<file path="config.mk">
export PLATFORM = sky130hd
export DESIGN_NAME = pair_embedding_hinge_loss_unit_flat
export DESIGN_NICKNAME = d
export VERILOG_FILES = /design/src/hw/rtl/pehl_pkg.sv /design/src/hw/rtl/pehl_req_if.sv /design/src/hw/rtl/pehl_rsp_if.sv /design/src/hw/rtl/pehl_csr_if.sv /design/src/hw/rtl/pehl_product.sv /design/src/hw/rtl/pehl_hinge.sv /design/src/hw/rtl/pehl_accum.sv /design/src/hw/rtl/pair_embedding_hinge_loss_unit.sv /design/src/flat_wrapper.sv
export SDC_FILE = /design/constraint.sdc
export NUM_CORES = 2
export LEC_CHECK = 0
export BUFFER_PORTS_ARGS = -buffer_cell sky130_fd_sc_hd__buf_2
export CAP_MARGIN = 20
export CELL_PAD_IN_SITES_DETAIL_PLACEMENT = 1
export CELL_PAD_IN_SITES_GLOBAL_PLACEMENT = 1
export CORE_UTILIZATION = 40
export CTS_CLUSTER_SIZE = 20
export DETAILED_ROUTE_END_ITERATION = 6
export PLACE_DENSITY_LB_ADDON = 0.12
export SYNTH_ARGS = -nofsm -noshare
export SYNTH_HDL_FRONTEND = slang
export SYNTH_HIERARCHICAL = 1
export SYNTH_SLANG_ARGS = --single-unit
</file>
<file path="constraint.sdc">
create_clock -name clock -period 7.3 [get_ports clock]
set_input_delay 0 -clock clock [delete_from_list [all_inputs] [get_ports clock]]
set_output_delay 0 -clock clock [all_outputs]
set_load 0.01 [all_outputs]
</file>
<file path="src/hw/rtl/pehl_pkg.sv">
package pehl_pkg;

   localparam int NumComp       = 3;
   localparam int EmbDimDefault = 3;

   localparam int CompW    = 16;
   localparam int DiffW    = CompW + 1;
   localparam int GradW    = DiffW + 1;
   localparam int SqW      = 32;
   localparam int EmbW     = 34;
   localparam int AlphaW   = 24;
   localparam int DistW    = 24;
   localparam int SpatialW = AlphaW + DistW;
   localparam int LossW    = 34;
   localparam int SumW     = 48;
   localparam int CountW   = 32;

   // 4.0 in Q.26
   localparam logic [EmbW-1:0]   FourQ26  = EmbW'(1 << 28);
   localparam logic [SumW-1:0]   SumMax   = '1;
   localparam logic [CountW-1:0] CountMax = '1;

   typedef logic signed [CompW-1:0] comp_type;
   typedef logic signed [DiffW-1:0] diff_type;
   typedef logic signed [GradW-1:0] grad_type;
   typedef logic [SqW-1:0]          sq_type;
   typedef logic [EmbW-1:0]         emb_type;
   typedef logic [AlphaW-1:0]       alpha_type;
   typedef logic [DistW-1:0]        dist_type;
   typedef logic [SpatialW-1:0]     spatial_type;
   typedef logic [LossW-1:0]        loss_type;
   typedef logic [SumW-1:0]         sum_type;
   typedef logic [CountW-1:0]       count_type;

   typedef struct packed {
      logic                      first;
      logic                      same;
      dist_type                  dist2;
      comp_type [NumComp-1:0]    u_comp;
      comp_type [NumComp-1:0]    v_comp;
   } pair_stage_type;

   typedef struct packed {
      logic                      first;
      logic                      same;
      diff_type [NumComp-1:0]    diff;
      sq_type [NumComp-1:0]      sq;
      spatial_type               spatial;
   } prod_stage_type;

   typedef struct packed {
      logic                      first;
      loss_type                  loss;
      grad_type [NumComp-1:0]    grad;
   } loss_stage_type;

endpackage

</file>
<file path="src/hw/rtl/pehl_req_if.sv">
interface pehl_req_if import pehl_pkg::*; ();
   logic     valid;
   logic     ready;
   comp_type u_comp0;
   comp_type u_comp1;
   comp_type u_comp2;
   comp_type v_comp0;
   comp_type v_comp1;
   comp_type v_comp2;
   logic     same_label;
   dist_type spatial_dist2;
   logic     first_pair;

   modport source (
      output valid, u_comp0, u_comp1, u_comp2, v_comp0, v_comp1, v_comp2,
             same_label, spatial_dist2, first_pair,
      input  ready
   );
   modport sink (
      input  valid, u_comp0, u_comp1, u_comp2, v_comp0, v_comp1, v_comp2,
             same_label, spatial_dist2, first_pair,
      output ready
   );
endinterface

</file>
<file path="src/hw/rtl/pehl_rsp_if.sv">
interface pehl_rsp_if import pehl_pkg::*; ();
   logic      valid;
   logic      ready;
   loss_type  pair_loss;
   grad_type  grad_u0;
   grad_type  grad_u1;
   grad_type  grad_u2;
   sum_type   loss_total;
   count_type pairs_seen;

   modport source (
      output valid, pair_loss, grad_u0, grad_u1, grad_u2, loss_total, pairs_seen,
      input  ready
   );
   modport sink (
      input  valid, pair_loss, grad_u0, grad_u1, grad_u2, loss_total, pairs_seen,
      output ready
   );
endinterface

</file>
<file path="src/hw/rtl/pehl_csr_if.sv">
interface pehl_csr_if import pehl_pkg::*; ();
   logic      valid;
   logic      ready;
   alpha_type alpha;

   modport source (
      output valid, alpha,
      input  ready
   );
   modport sink (
      input  valid, alpha,
      output ready
   );
endinterface

</file>
<file path="src/hw/rtl/pehl_product.sv">
module pehl_product import pehl_pkg::*; #(
   parameter int EmbDim = EmbDimDefault
) (
   input  logic           clock,
   input  logic           reset,
   input  alpha_type      alpha,
   input  logic           in_valid,
   input  pair_stage_type in_data,
   input  logic           next_load,
   output logic           load,
   output logic           out_valid,
   output prod_stage_type out_data
);

   logic                         valid_ff;
   prod_stage_type               data_ff;
   prod_stage_type               data_in;
   logic signed [2*DiffW-1:0]    prod [NumComp];

   assign load      = !valid_ff || next_load;
   assign out_valid = valid_ff;
   assign out_data  = data_ff;

   always_comb begin
      data_in.first   = in_data.first;
      data_in.same    = in_data.same;
      data_in.spatial = SpatialW'(in_data.dist2) * SpatialW'(alpha);
      for (int k = 0; k < NumComp; k++) begin
         if (k < EmbDim) begin
            data_in.diff[k] = DiffW'($signed(in_data.u_comp[k]))
                              - DiffW'($signed(in_data.v_comp[k]));
         end else begin
            data_in.diff[k] = '0;
         end
         prod[k]       = $signed(data_in.diff[k]) * $signed(data_in.diff[k]);
         // square of a 17-bit difference stays below 2^32
         data_in.sq[k] = prod[k][SqW-1:0];
      end
   end

   always_ff @(posedge clock) begin
      if (reset) begin
         valid_ff <= 1'b0;
      end else if (load) begin
         valid_ff <= in_valid;
      end
   end

   always_ff @(posedge clock) begin
      if (load && in_valid) begin
         data_ff <= data_in;
      end
   end

endmodule

</file>
<file path="src/hw/rtl/pehl_hinge.sv">
module pehl_hinge import pehl_pkg::*; #(
   parameter int EmbDim = EmbDimDefault
) (
   input  logic           clock,
   input  logic           reset,
   input  logic           in_valid,
   input  prod_stage_type in_data,
   input  logic           next_load,
   output logic           load,
   output logic           out_valid,
   output loss_stage_type out_data
);

   logic                  valid_ff;
   loss_stage_type        data_ff;
   loss_stage_type        data_in;
   emb_type               emb;
   logic [SpatialW:0]     far_sum;
   grad_type              grad2;

   assign load      = !valid_ff || next_load;
   assign out_valid = valid_ff;
   assign out_data  = data_ff;

   always_comb begin
      emb = '0;
      for (int k = 0; k < NumComp; k++) begin
         emb = emb + EmbW'(in_data.sq[k]);
      end
      far_sum = (SpatialW+1)'(emb) + (SpatialW+1)'(in_data.spatial);

      data_in.first = in_data.first;
      data_in.loss  = '0;
      if (in_data.same) begin
         if (SpatialW'(emb) > in_data.spatial) begin
            data_in.loss = LossW'(SpatialW'(emb) - in_data.spatial);
         end
      end else begin
         if (far_sum < (SpatialW+1)'(FourQ26)) begin
            data_in.loss = LossW'((SpatialW+1)'(FourQ26) - far_sum);
         end
      end

      for (int k = 0; k < NumComp; k++) begin
         grad2 = {in_data.diff[k], 1'b0};
         if (data_in.loss == '0 || k >= EmbDim) begin
            data_in.grad[k] = '0;
         end else if (in_data.same) begin
            data_in.grad[k] = grad2;
         end else begin
            data_in.grad[k] = -grad2;
         end
      end
   end

   always_ff @(posedge clock) begin
      if (reset) begin
         valid_ff <= 1'b0;
      end else if (load) begin
         valid_ff <= in_valid;
      end
   end

   always_ff @(posedge clock) begin
      if (load && in_valid) begin
         data_ff <= data_in;
      end
   end

endmodule

</file>
<file path="src/hw/rtl/pehl_accum.sv">
module pehl_accum import pehl_pkg::*; (
   input  logic           clock,
   input  logic           reset,
   input  logic           in_valid,
   input  loss_stage_type in_data,
   output logic           load,
   pehl_rsp_if.source     rsp_port
);

   logic          valid_ff;
   sum_type       loss_sum_ff;
   sum_type       loss_sum_in;
   count_type     pair_count_ff;
   count_type     pair_count_in;
   loss_type      loss_ff;
   grad_type      grad_ff [NumComp];
   sum_type       base_sum;
   count_type     base_count;
   logic [SumW:0] sum_wide;
   logic          take;

   assign load = !valid_ff || rsp_port.ready;
   assign take = load && in_valid;

   always_comb begin
      base_sum   = in_data.first ? '0 : loss_sum_ff;
      base_count = in_data.first ? '0 : pair_count_ff;
      sum_wide   = (SumW+1)'(base_sum) + (SumW+1)'(in_data.loss);
      loss_sum_in   = sum_wide[SumW] ? SumMax : sum_wide[SumW-1:0];
      pair_count_in = (base_count == CountMax) ? CountMax : base_count + 1'b1;
   end

   always_ff @(posedge clock) begin
      if (reset) begin
         valid_ff      <= 1'b0;
         loss_sum_ff   <= '0;
         pair_count_ff <= '0;
      end else begin
         if (load) begin
            valid_ff <= in_valid;
         end
         if (take) begin
            loss_sum_ff   <= loss_sum_in;
            pair_count_ff <= pair_count_in;
         end
      end
   end

   always_ff @(posedge clock) begin
      if (take) begin
         loss_ff <= in_data.loss;
         for (int k = 0; k < NumComp; k++) begin
            grad_ff[k] <= in_data.grad[k];
         end
      end
   end

   // the running totals double as the result's total fields
   assign rsp_port.valid      = valid_ff;
   assign rsp_port.pair_loss  = loss_ff;
   assign rsp_port.grad_u0    = grad_ff[0];
   assign rsp_port.grad_u1    = grad_ff[1];
   assign rsp_port.grad_u2    = grad_ff[2];
   assign rsp_port.loss_total = loss_sum_ff;
   assign rsp_port.pairs_seen = pair_count_ff;

`ifndef SYNTHESIS
   a_count_nonzero: assert property (@(posedge clock) disable iff (reset)
      valid_ff |-> pair_count_ff != '0)
      else $error("result shown with zero pair count");

   a_total_covers_loss: assert property (@(posedge clock) disable iff (reset)
      valid_ff |-> loss_sum_ff >= SumW'(loss_ff))
      else $error("running loss below this pair's loss");

   a_zero_loss_zero_grad: assert property (@(posedge clock) disable iff (reset)
      (valid_ff && loss_ff == '0) |->
         (grad_ff[0] == '0 && grad_ff[1] == '0 && grad_ff[2] == '0))
      else $error("gradient on a pair with zero loss");

   a_stall_holds_totals: assert property (@(posedge clock) disable iff (reset)
      (valid_ff && !rsp_port.ready) |=> ($stable(loss_sum_ff) && $stable(pair_count_ff)))
      else $error("totals moved while the result was stalled");
`endif

endmodule

</file>
<file path="src/hw/rtl/pair_embedding_hinge_loss_unit.sv">
// channel   direction  payload
// req_port  in         u_comp0..2, v_comp0..2, same_label, spatial_dist2, first_pair
// rsp_port  out        pair_loss, grad_u0..2, loss_total, pairs_seen
// csr_port  in         alpha (always ready)
//
// one transaction per cycle sustained while rsp is ready; four register stages
// from req to rsp (input, products, hinge, result/accumulator)
// reset clears stage valids, alpha, loss sum and pair count
// a stalled rsp backs up stage by stage; each stage still takes data while
// the one after it can move
module pair_embedding_hinge_loss_unit import pehl_pkg::*; #(
   parameter int EmbDim = EmbDimDefault
) (
   input  logic       clock,
   input  logic       reset,
   pehl_req_if.sink   req_port,
   pehl_rsp_if.source rsp_port,
   pehl_csr_if.sink   csr_port
);

   alpha_type      alpha_ff;
   logic           in_valid_ff;
   pair_stage_type in_ff;
   pair_stage_type in_in;
   logic           in_load;
   logic           prod_load;
   logic           prod_valid;
   prod_stage_type prod_data;
   logic           hinge_load;
   logic           hinge_valid;
   loss_stage_type hinge_data;
   logic           acc_load;

   assign csr_port.ready = 1'b1;

   always_ff @(posedge clock) begin
      if (reset) begin
         alpha_ff <= '0;
      end else if (csr_port.valid) begin
         alpha_ff <= csr_port.alpha;
      end
   end

   assign in_load        = !in_valid_ff || prod_load;
   assign req_port.ready = in_load;

   always_comb begin
      in_in.first     = req_port.first_pair;
      in_in.same      = req_port.same_label;
      in_in.dist2     = req_port.spatial_dist2;
      in_in.u_comp[0] = req_port.u_comp0;
      in_in.u_comp[1] = req_port.u_comp1;
      in_in.u_comp[2] = req_port.u_comp2;
      in_in.v_comp[0] = req_port.v_comp0;
      in_in.v_comp[1] = req_port.v_comp1;
      in_in.v_comp[2] = req_port.v_comp2;
   end

   always_ff @(posedge clock) begin
      if (reset) begin
         in_valid_ff <= 1'b0;
      end else if (in_load) begin
         in_valid_ff <= req_port.valid;
      end
   end

   always_ff @(posedge clock) begin
      if (in_load && req_port.valid) begin
         in_ff <= in_in;
      end
   end

   pehl_product #(.EmbDim(EmbDim)) u_product (
      .clock     (clock),
      .reset     (reset),
      .alpha     (alpha_ff),
      .in_valid  (in_valid_ff),
      .in_data   (in_ff),
      .next_load (hinge_load),
      .load      (prod_load),
      .out_valid (prod_valid),
      .out_data  (prod_data)
   );

   pehl_hinge #(.EmbDim(EmbDim)) u_hinge (
      .clock     (clock),
      .reset     (reset),
      .in_valid  (prod_valid),
      .in_data   (prod_data),
      .next_load (acc_load),
      .load      (hinge_load),
      .out_valid (hinge_valid),
      .out_data  (hinge_data)
   );

   pehl_accum u_accum (
      .clock    (clock),
      .reset    (reset),
      .in_valid (hinge_valid),
      .in_data  (hinge_data),
      .load     (acc_load),
      .rsp_port (rsp_port)
   );

endmodule

</file>
<file path="src/flat_wrapper.sv">
// flat-port wrapper written by rule: the top's interface ports become plain ports
module pair_embedding_hinge_loss_unit_flat import pehl_pkg::*;
#(
   parameter int EmbDim = EmbDimDefault
)
  (clock, reset, req_port_valid, req_port_u_comp0, req_port_u_comp1, req_port_u_comp2, req_port_v_comp0, req_port_v_comp1, req_port_v_comp2, req_port_same_label, req_port_spatial_dist2, req_port_first_pair, req_port_ready, rsp_port_valid, rsp_port_pair_loss, rsp_port_grad_u0, rsp_port_grad_u1, rsp_port_grad_u2, rsp_port_loss_total, rsp_port_pairs_seen, rsp_port_ready, csr_port_valid, csr_port_alpha, csr_port_ready);
  pehl_req_if req_port_i ();
  pehl_rsp_if rsp_port_i ();
  pehl_csr_if csr_port_i ();
  input  logic clock;
  input  logic reset;
  input wire logic [$bits(req_port_i.valid)-1:0] req_port_valid;
  input wire logic [$bits(req_port_i.u_comp0)-1:0] req_port_u_comp0;
  input wire logic [$bits(req_port_i.u_comp1)-1:0] req_port_u_comp1;
  input wire logic [$bits(req_port_i.u_comp2)-1:0] req_port_u_comp2;
  input wire logic [$bits(req_port_i.v_comp0)-1:0] req_port_v_comp0;
  input wire logic [$bits(req_port_i.v_comp1)-1:0] req_port_v_comp1;
  input wire logic [$bits(req_port_i.v_comp2)-1:0] req_port_v_comp2;
  input wire logic [$bits(req_port_i.same_label)-1:0] req_port_same_label;
  input wire logic [$bits(req_port_i.spatial_dist2)-1:0] req_port_spatial_dist2;
  input wire logic [$bits(req_port_i.first_pair)-1:0] req_port_first_pair;
  output wire logic [$bits(req_port_i.ready)-1:0] req_port_ready;
  output wire logic [$bits(rsp_port_i.valid)-1:0] rsp_port_valid;
  output wire logic [$bits(rsp_port_i.pair_loss)-1:0] rsp_port_pair_loss;
  output wire logic [$bits(rsp_port_i.grad_u0)-1:0] rsp_port_grad_u0;
  output wire logic [$bits(rsp_port_i.grad_u1)-1:0] rsp_port_grad_u1;
  output wire logic [$bits(rsp_port_i.grad_u2)-1:0] rsp_port_grad_u2;
  output wire logic [$bits(rsp_port_i.loss_total)-1:0] rsp_port_loss_total;
  output wire logic [$bits(rsp_port_i.pairs_seen)-1:0] rsp_port_pairs_seen;
  input wire logic [$bits(rsp_port_i.ready)-1:0] rsp_port_ready;
  input wire logic [$bits(csr_port_i.valid)-1:0] csr_port_valid;
  input wire logic [$bits(csr_port_i.alpha)-1:0] csr_port_alpha;
  output wire logic [$bits(csr_port_i.ready)-1:0] csr_port_ready;
  assign req_port_i.valid = req_port_valid;
  assign req_port_i.u_comp0 = req_port_u_comp0;
  assign req_port_i.u_comp1 = req_port_u_comp1;
  assign req_port_i.u_comp2 = req_port_u_comp2;
  assign req_port_i.v_comp0 = req_port_v_comp0;
  assign req_port_i.v_comp1 = req_port_v_comp1;
  assign req_port_i.v_comp2 = req_port_v_comp2;
  assign req_port_i.same_label = req_port_same_label;
  assign req_port_i.spatial_dist2 = req_port_spatial_dist2;
  assign req_port_i.first_pair = req_port_first_pair;
  assign req_port_ready = req_port_i.ready;
  assign rsp_port_valid = rsp_port_i.valid;
  assign rsp_port_pair_loss = rsp_port_i.pair_loss;
  assign rsp_port_grad_u0 = rsp_port_i.grad_u0;
  assign rsp_port_grad_u1 = rsp_port_i.grad_u1;
  assign rsp_port_grad_u2 = rsp_port_i.grad_u2;
  assign rsp_port_loss_total = rsp_port_i.loss_total;
  assign rsp_port_pairs_seen = rsp_port_i.pairs_seen;
  assign rsp_port_i.ready = rsp_port_ready;
  assign csr_port_i.valid = csr_port_valid;
  assign csr_port_i.alpha = csr_port_alpha;
  assign csr_port_ready = csr_port_i.ready;
  pair_embedding_hinge_loss_unit #(.EmbDim(EmbDim)) u_core (.clock(clock), .reset(reset), .req_port(req_port_i), .rsp_port(rsp_port_i), .csr_port(csr_port_i));
endmodule
</file>
# After elaboration in Yosys (flattened, before gate mapping)
# Memory sizes are Yosys's and may differ from the RTL's.
# Cells that the tools add are included.
[totals]
elab_cells = 81
in_bits = 151
mem_count = 1
mem_bits_rw = 54
output_inout_bits = 171
regBits = 550
[memory_table]
columns = ["name", "depth", "word_bits", "read_ports", "rd_ports_with_merged_regs", "write_ports", "line_no", "source"]
rows = [
  ["u_core.u_accum.grad_ff", 3, 18, 3, 0, 3, "pehl_accum.sv:16", "grad_type grad_ff [NumComp];"],
]
[classes]
addsub = 13
magnitude_cmp = 2
reduce_logical = 14
n_mul = 4
muxes = 12
eq_ne = 1
[ops]
columns = ["cell", "n"]
rows = [
  ["$mux 34", 3],
  ["$mul 17x17->32", 3],
  ["$mux 48", 2],
  ["$mux 32", 2],
  ["$mux 18", 3],
  ["$neg 18->18", 3],
  ["$sub 16x16->17", 3],
  ["$add 34x48->49", 1],
  ["$add 48x34->49", 1],
  ["$lt 49x29->1 const B", 1],
  ["$gt 34x48->1", 1],
  ["$mul 24x24->48", 1],
  ["$add 33x32->34", 1],
  ["$logic_not 34->1", 1],
  ["$sub 29x34->34 const A", 1],
  ["$sub 34x34->34", 1],
  ["$add 32x32->33", 1],
  ["$add 32x1->32 const B", 1],
  ["$eq 32x32->1 const B", 1],
  ["$logic_and 1x1->1", 4],
  ["$logic_not 1->1", 4],
  ["$logic_or 1x1->1", 4],
  ["$mux 1", 2],
  ["$reduce_or 2->1", 1],
]

# Logic depth before layout (Yosys ltp)
[depth]
word_depth = 8
ltp_mapped = 36
depth_no_buf = 34

# Cells and area by module
# Netlist, hierarchy kept.
[modules_own_cells]
columns = ["mod", "cells_each", "n_inst", "area_each_um2"]
rows = [
  ["pehl_product", 5674, 1, 53989.3],
  ["pehl_hinge", 1541, 1, 12727.2],
  ["pehl_accum", 837, 1, 8635.8],
  ["pair_embedding_hinge_loss_unit", 207, 1, 4591.9],
]

# Least setup slack after synthesis
# OpenSTA, ideal clock, no wires.
[synth_timing]
kind = "flip-flop to flip-flop"
start = "register u_core/in_ff[1] (netlist bit)"
end = "register u_core.u_product.data_ff (netlist bit u_core/u_product/out_data[78]) (data pin)"
required_time_ps = 7138
setup_ps = 162
setup_slack_ps = -581
path_stages_with_launch = 34
arrival_time_ps = 7719
path_cell_list = "edfxtp_1 -> inv_1 -> ha_1 -> nor2b_1 -> o2111ai_1 -> a31oi_1 -> o21ai_1 -> a21boi_1 -> o31ai_1 -> nor3_1 -> a211o_1 -> clkbuf_1 -> inv_2 -> clkbuf_1 -> nor2_1 -> fa_1 -> fa_1 -> inv_1 -> fa_1 -> inv_1 -> fa_1 -> fa_1 -> inv_1 -> fa_1 -> inv_1 -> ha_1 -> and4_1 -> a221o_1 -> a21oi_1 -> nor2b_1 -> o21a_1 -> a21oi_1 -> or4_1 -> o2111ai_1"
[synth_lines]
columns = ["element", "line_no", "source"]
rows = [
  ["start: declaration", "pair_embedding_hinge_loss_unit.sv:23", "pair_stage_type in_ff;"],
  ["start signal: assignment", "pair_embedding_hinge_loss_unit.sv:69", "in_ff <= in_in;"],
  ["end signal: assignment", "pehl_product.sv:51", "data_ff <= data_in;"],
  ["end: declaration", "pehl_product.sv:16", "prod_stage_type data_ff;"],
]

==> impl_metrics.json <==
{
  "die_x_um": 449,
  "dp_cells": 12135,
  "n_fill_cell": 22048,
  "yosysTopAreaCellShare_pct": 32.4,
  "critical-path-top-delay-family": "adder cells",
  "violations": "negative setup slack",
  "fp-row-count": 163,
  "max_clock_freq_mhz": 126,
  "grt_pass1_vias": 73812,
  "slew_viol_final": 0,
  "io_buffers": 320,
  "antenna_left": 0,
  "clk_pin_slew_worst_paths_ps": 60,
  "period_share_pct": 109,
  "routed_wl_um": 271000,
  "setup_viol": 68,
  "hold_viol": 0,
  "post_drt_via_cell_ratio": 5.12,
  "cts_buffer_depth": 3,
  "slowest_stage": "fa_1",
  "num_vias": 65337,
  "initial_core_util_pct": 40.4,
  "syn_to_final_growth_pct": 30.9,
  "antenna_found_initial": 7,
  "crit_top_cell": "fa_1",
  "worstHoldPathType": "primary input to flop",
  "synth-edff-count": 487,
  "dr.pass1.iters": 5,
  "wl_per_cell_um": 21.3,
  "layout.cells.non_filler": 12761,
  "netlist_area_um2": 79900,
  "yosysUniqueCellTypes": 132,
  "cp-end-kind": "flop",
  "drive_above_1_share_pct": 26.0,
  "synth_top_flop_cell": "edfxtp_1",
  "ys_ff_latch": 595,
  "worst_pin_slew_ps": 1050,
  "drc": 0,
  "drt_iter0_drc": 2937,
  "ys_warn_count": 6,
  "worstPathRequired_ps": 7750,
  "grt_start_max_net_pins": 138,
  "final_nets": 12093,
  "rsz0062_at_grt": "true",
  "top_layer": "met4",
  "wl_met1_um": 115000,
  "maxSlewHeadroom_pct": 29.6,
  "r2r_cells": 32,
  "clock_latency_ps": 750,
  "cts_tree": "done",
  "yosys-top-cells-area": "fa_1 32%, edfxtp_1 18%, ha_1 9.3%",
  "route.met3.wl_um": 7690,
  "place.gp.congestion": 0.961,
  "globalRoute.totalOverflow": 0,
  "ios": 322,
  "setup_slack_ps": -642,
  "clock-root-buffer": "clkbuf_16",
  "setup_tns_ps": -11240,
  "min_path_cells": 2,
  "avgSynthCellArea_um2": 9.68,
  "cts_made_buffers": 78,
  "startpoint_type": "flop",
  "cts_sinks": 595,
  "criticalPathCategory": "flop to flop",
  "outcome": "complete, but fails checks",
  "crit_buf_inv": 6,
  "die_y_um": 449,
  "drv_cap": 0,
  "cp_max_fo": 3,
  "met2WireLength_um": 141000,
  "dp_hpwl_um": 215000,
  "seq_area_um2": 16800,
  "dieArea_um2": 202000,
  "synth_top_area_cell": "fa_1",
  "arrival_ps": 8390,
  "core_um2": 198000,
  "yosysSeqAreaShare_pct": 21.0,
  "synth_cells": 8259,
  "fin_skew_ps": 55.2,
  "grt_pass1_wl_um": 420000,
  "finalCriticalPeriod_ps": 7940,
  "cp_slowest_stage_delay_ps": 590,
  "multi_input_area_um2": 59300,
  "critical_path_depth": 32,
  "synthArstFlopShare_pct": 0,
  "htreeDepth": 3,
  "grt_util_all_layers_pct": 26.6
}
-- cells in the final DEF, fill, tap and decap left out, drive strengths merged, types with 61 or more instances in the layout --
| cell type | instances |
|---|---|
| clkbuf | 101 |
| a21o | 114 |
| edfxtp | 487 |
| dfxtp | 108 |
| a211oi | 61 |
| xnor2 | 276 |
| o21ai | 209 |
| nand3 | 92 |
| and2 | 232 |
| ha | 595 |
| fa | 1293 |
| nor2b | 96 |
| nor2 | 573 |
| inv | 1670 |
| a21oi | 364 |
| xor2 | 105 |
| nor3 | 104 |
| dlygate4sd3 | 306 |
| nand2 | 786 |
| buf | 1698 |
-- stage by stage --
step	area, µm²	util [%]	hold WS, ps	setup slack, ps
floorplan	80400	-	69.1	-312
global route	105000	52.9	35.5	-993
detailed placement	93600	47.2	178	-980
CTS	102000	51.3	3.95	-559
global placement	93500	47.2	176	-929
finish	105000	52.9	45.2	-642
-- cells by family after synthesis --
logic type | count (synthesis) | synth area share, %
adders and majority gates | 1888 | 41.7
muxes | 39 | 0.495
other | 3 | 0.0141
xor gates and xnor gates | 381 | 4.17
buffers and inverters | 1968 | 9.46
and+or+nand+nor | 2204 | 13.1
DFF | 595 | 21.0
AOI/OAI and AO/OA | 1181 | 10.1
-- area by class of cell --
class	count	share of cell area [%]
antenna	3	0.00717
clock buffer	92	1.91
clock inverter	52	0.606
inverter	1665	6.04
multi-input combinational	5700	56.7
sequential	595	16.1
tap	2640	3.16
timing repair buffer	2013	15.6
timing repair inverter	1	0.00837
-- layer usage --
metal	vias up	global-route usage [%]
met3	296	2.38
met2	1025	48.2
li1	29978	-
met1	34038	33.8
met4	0	6.73
met5	-	0
-- timing repair --
action	in CTS	in global routing
hold endpoints to repair	181	0
hold buffers	306	0
pin swaps	208	359
gates resized for setup	341	515
setup buffers	77	109
setup endpoints to repair	139	118
gates cloned	4	11
-- synthesized netlist by cell type (96+ instances only) --
cell type	number
nor2_1	572
nor3_1	101
clkbuf_1	242
nor2b_1	96
o21ai_0	172
inv_1	1631
nand2_1	783
xnor2_1	276
a21o_1	113
edfxtp_1	487
ha_1	595
xor2_1	105
dfxtp_1	108
a21oi_1	309
and2_1	230
fa_1	1293
-- worst paths after layout --
path	to	slack (ps)	from
min reg2reg	u_core/u_hinge/out_data[88]	420	u_core/u_product/out_data[196]
max reg2reg	u_core/u_product/out_data[78]	-640	u_core/in_ff[48]
max	u_core/u_product/out_data[78]	-640	u_core/in_ff[48]
min	u_core/in_ff[105]	50	req_port_spatial_dist2[9]
-- sequential cells by signal, indices dropped and copies added (netlist names) --
register                            count
u_core/u_accum/grad_ff                 54
u_core/u_product/out_valid              1
u_core/u_accum/rsp_port.pairs_seen     32
u_core/in_valid_ff                      1
u_core/u_hinge/out_valid                1
u_core/u_accum/rsp_port.valid           1
u_core/u_hinge/out_data                86
u_core/alpha_ff                        24
u_core/in_ff                          122
u_core/u_accum/rsp_port.pair_loss      34
u_core/u_accum/rsp_port.loss_total     48
u_core/u_product/out_data             191
Power is not shown: default switching activity piles up to over one toggle a cycle in this logic, so the estimate is an artifact.
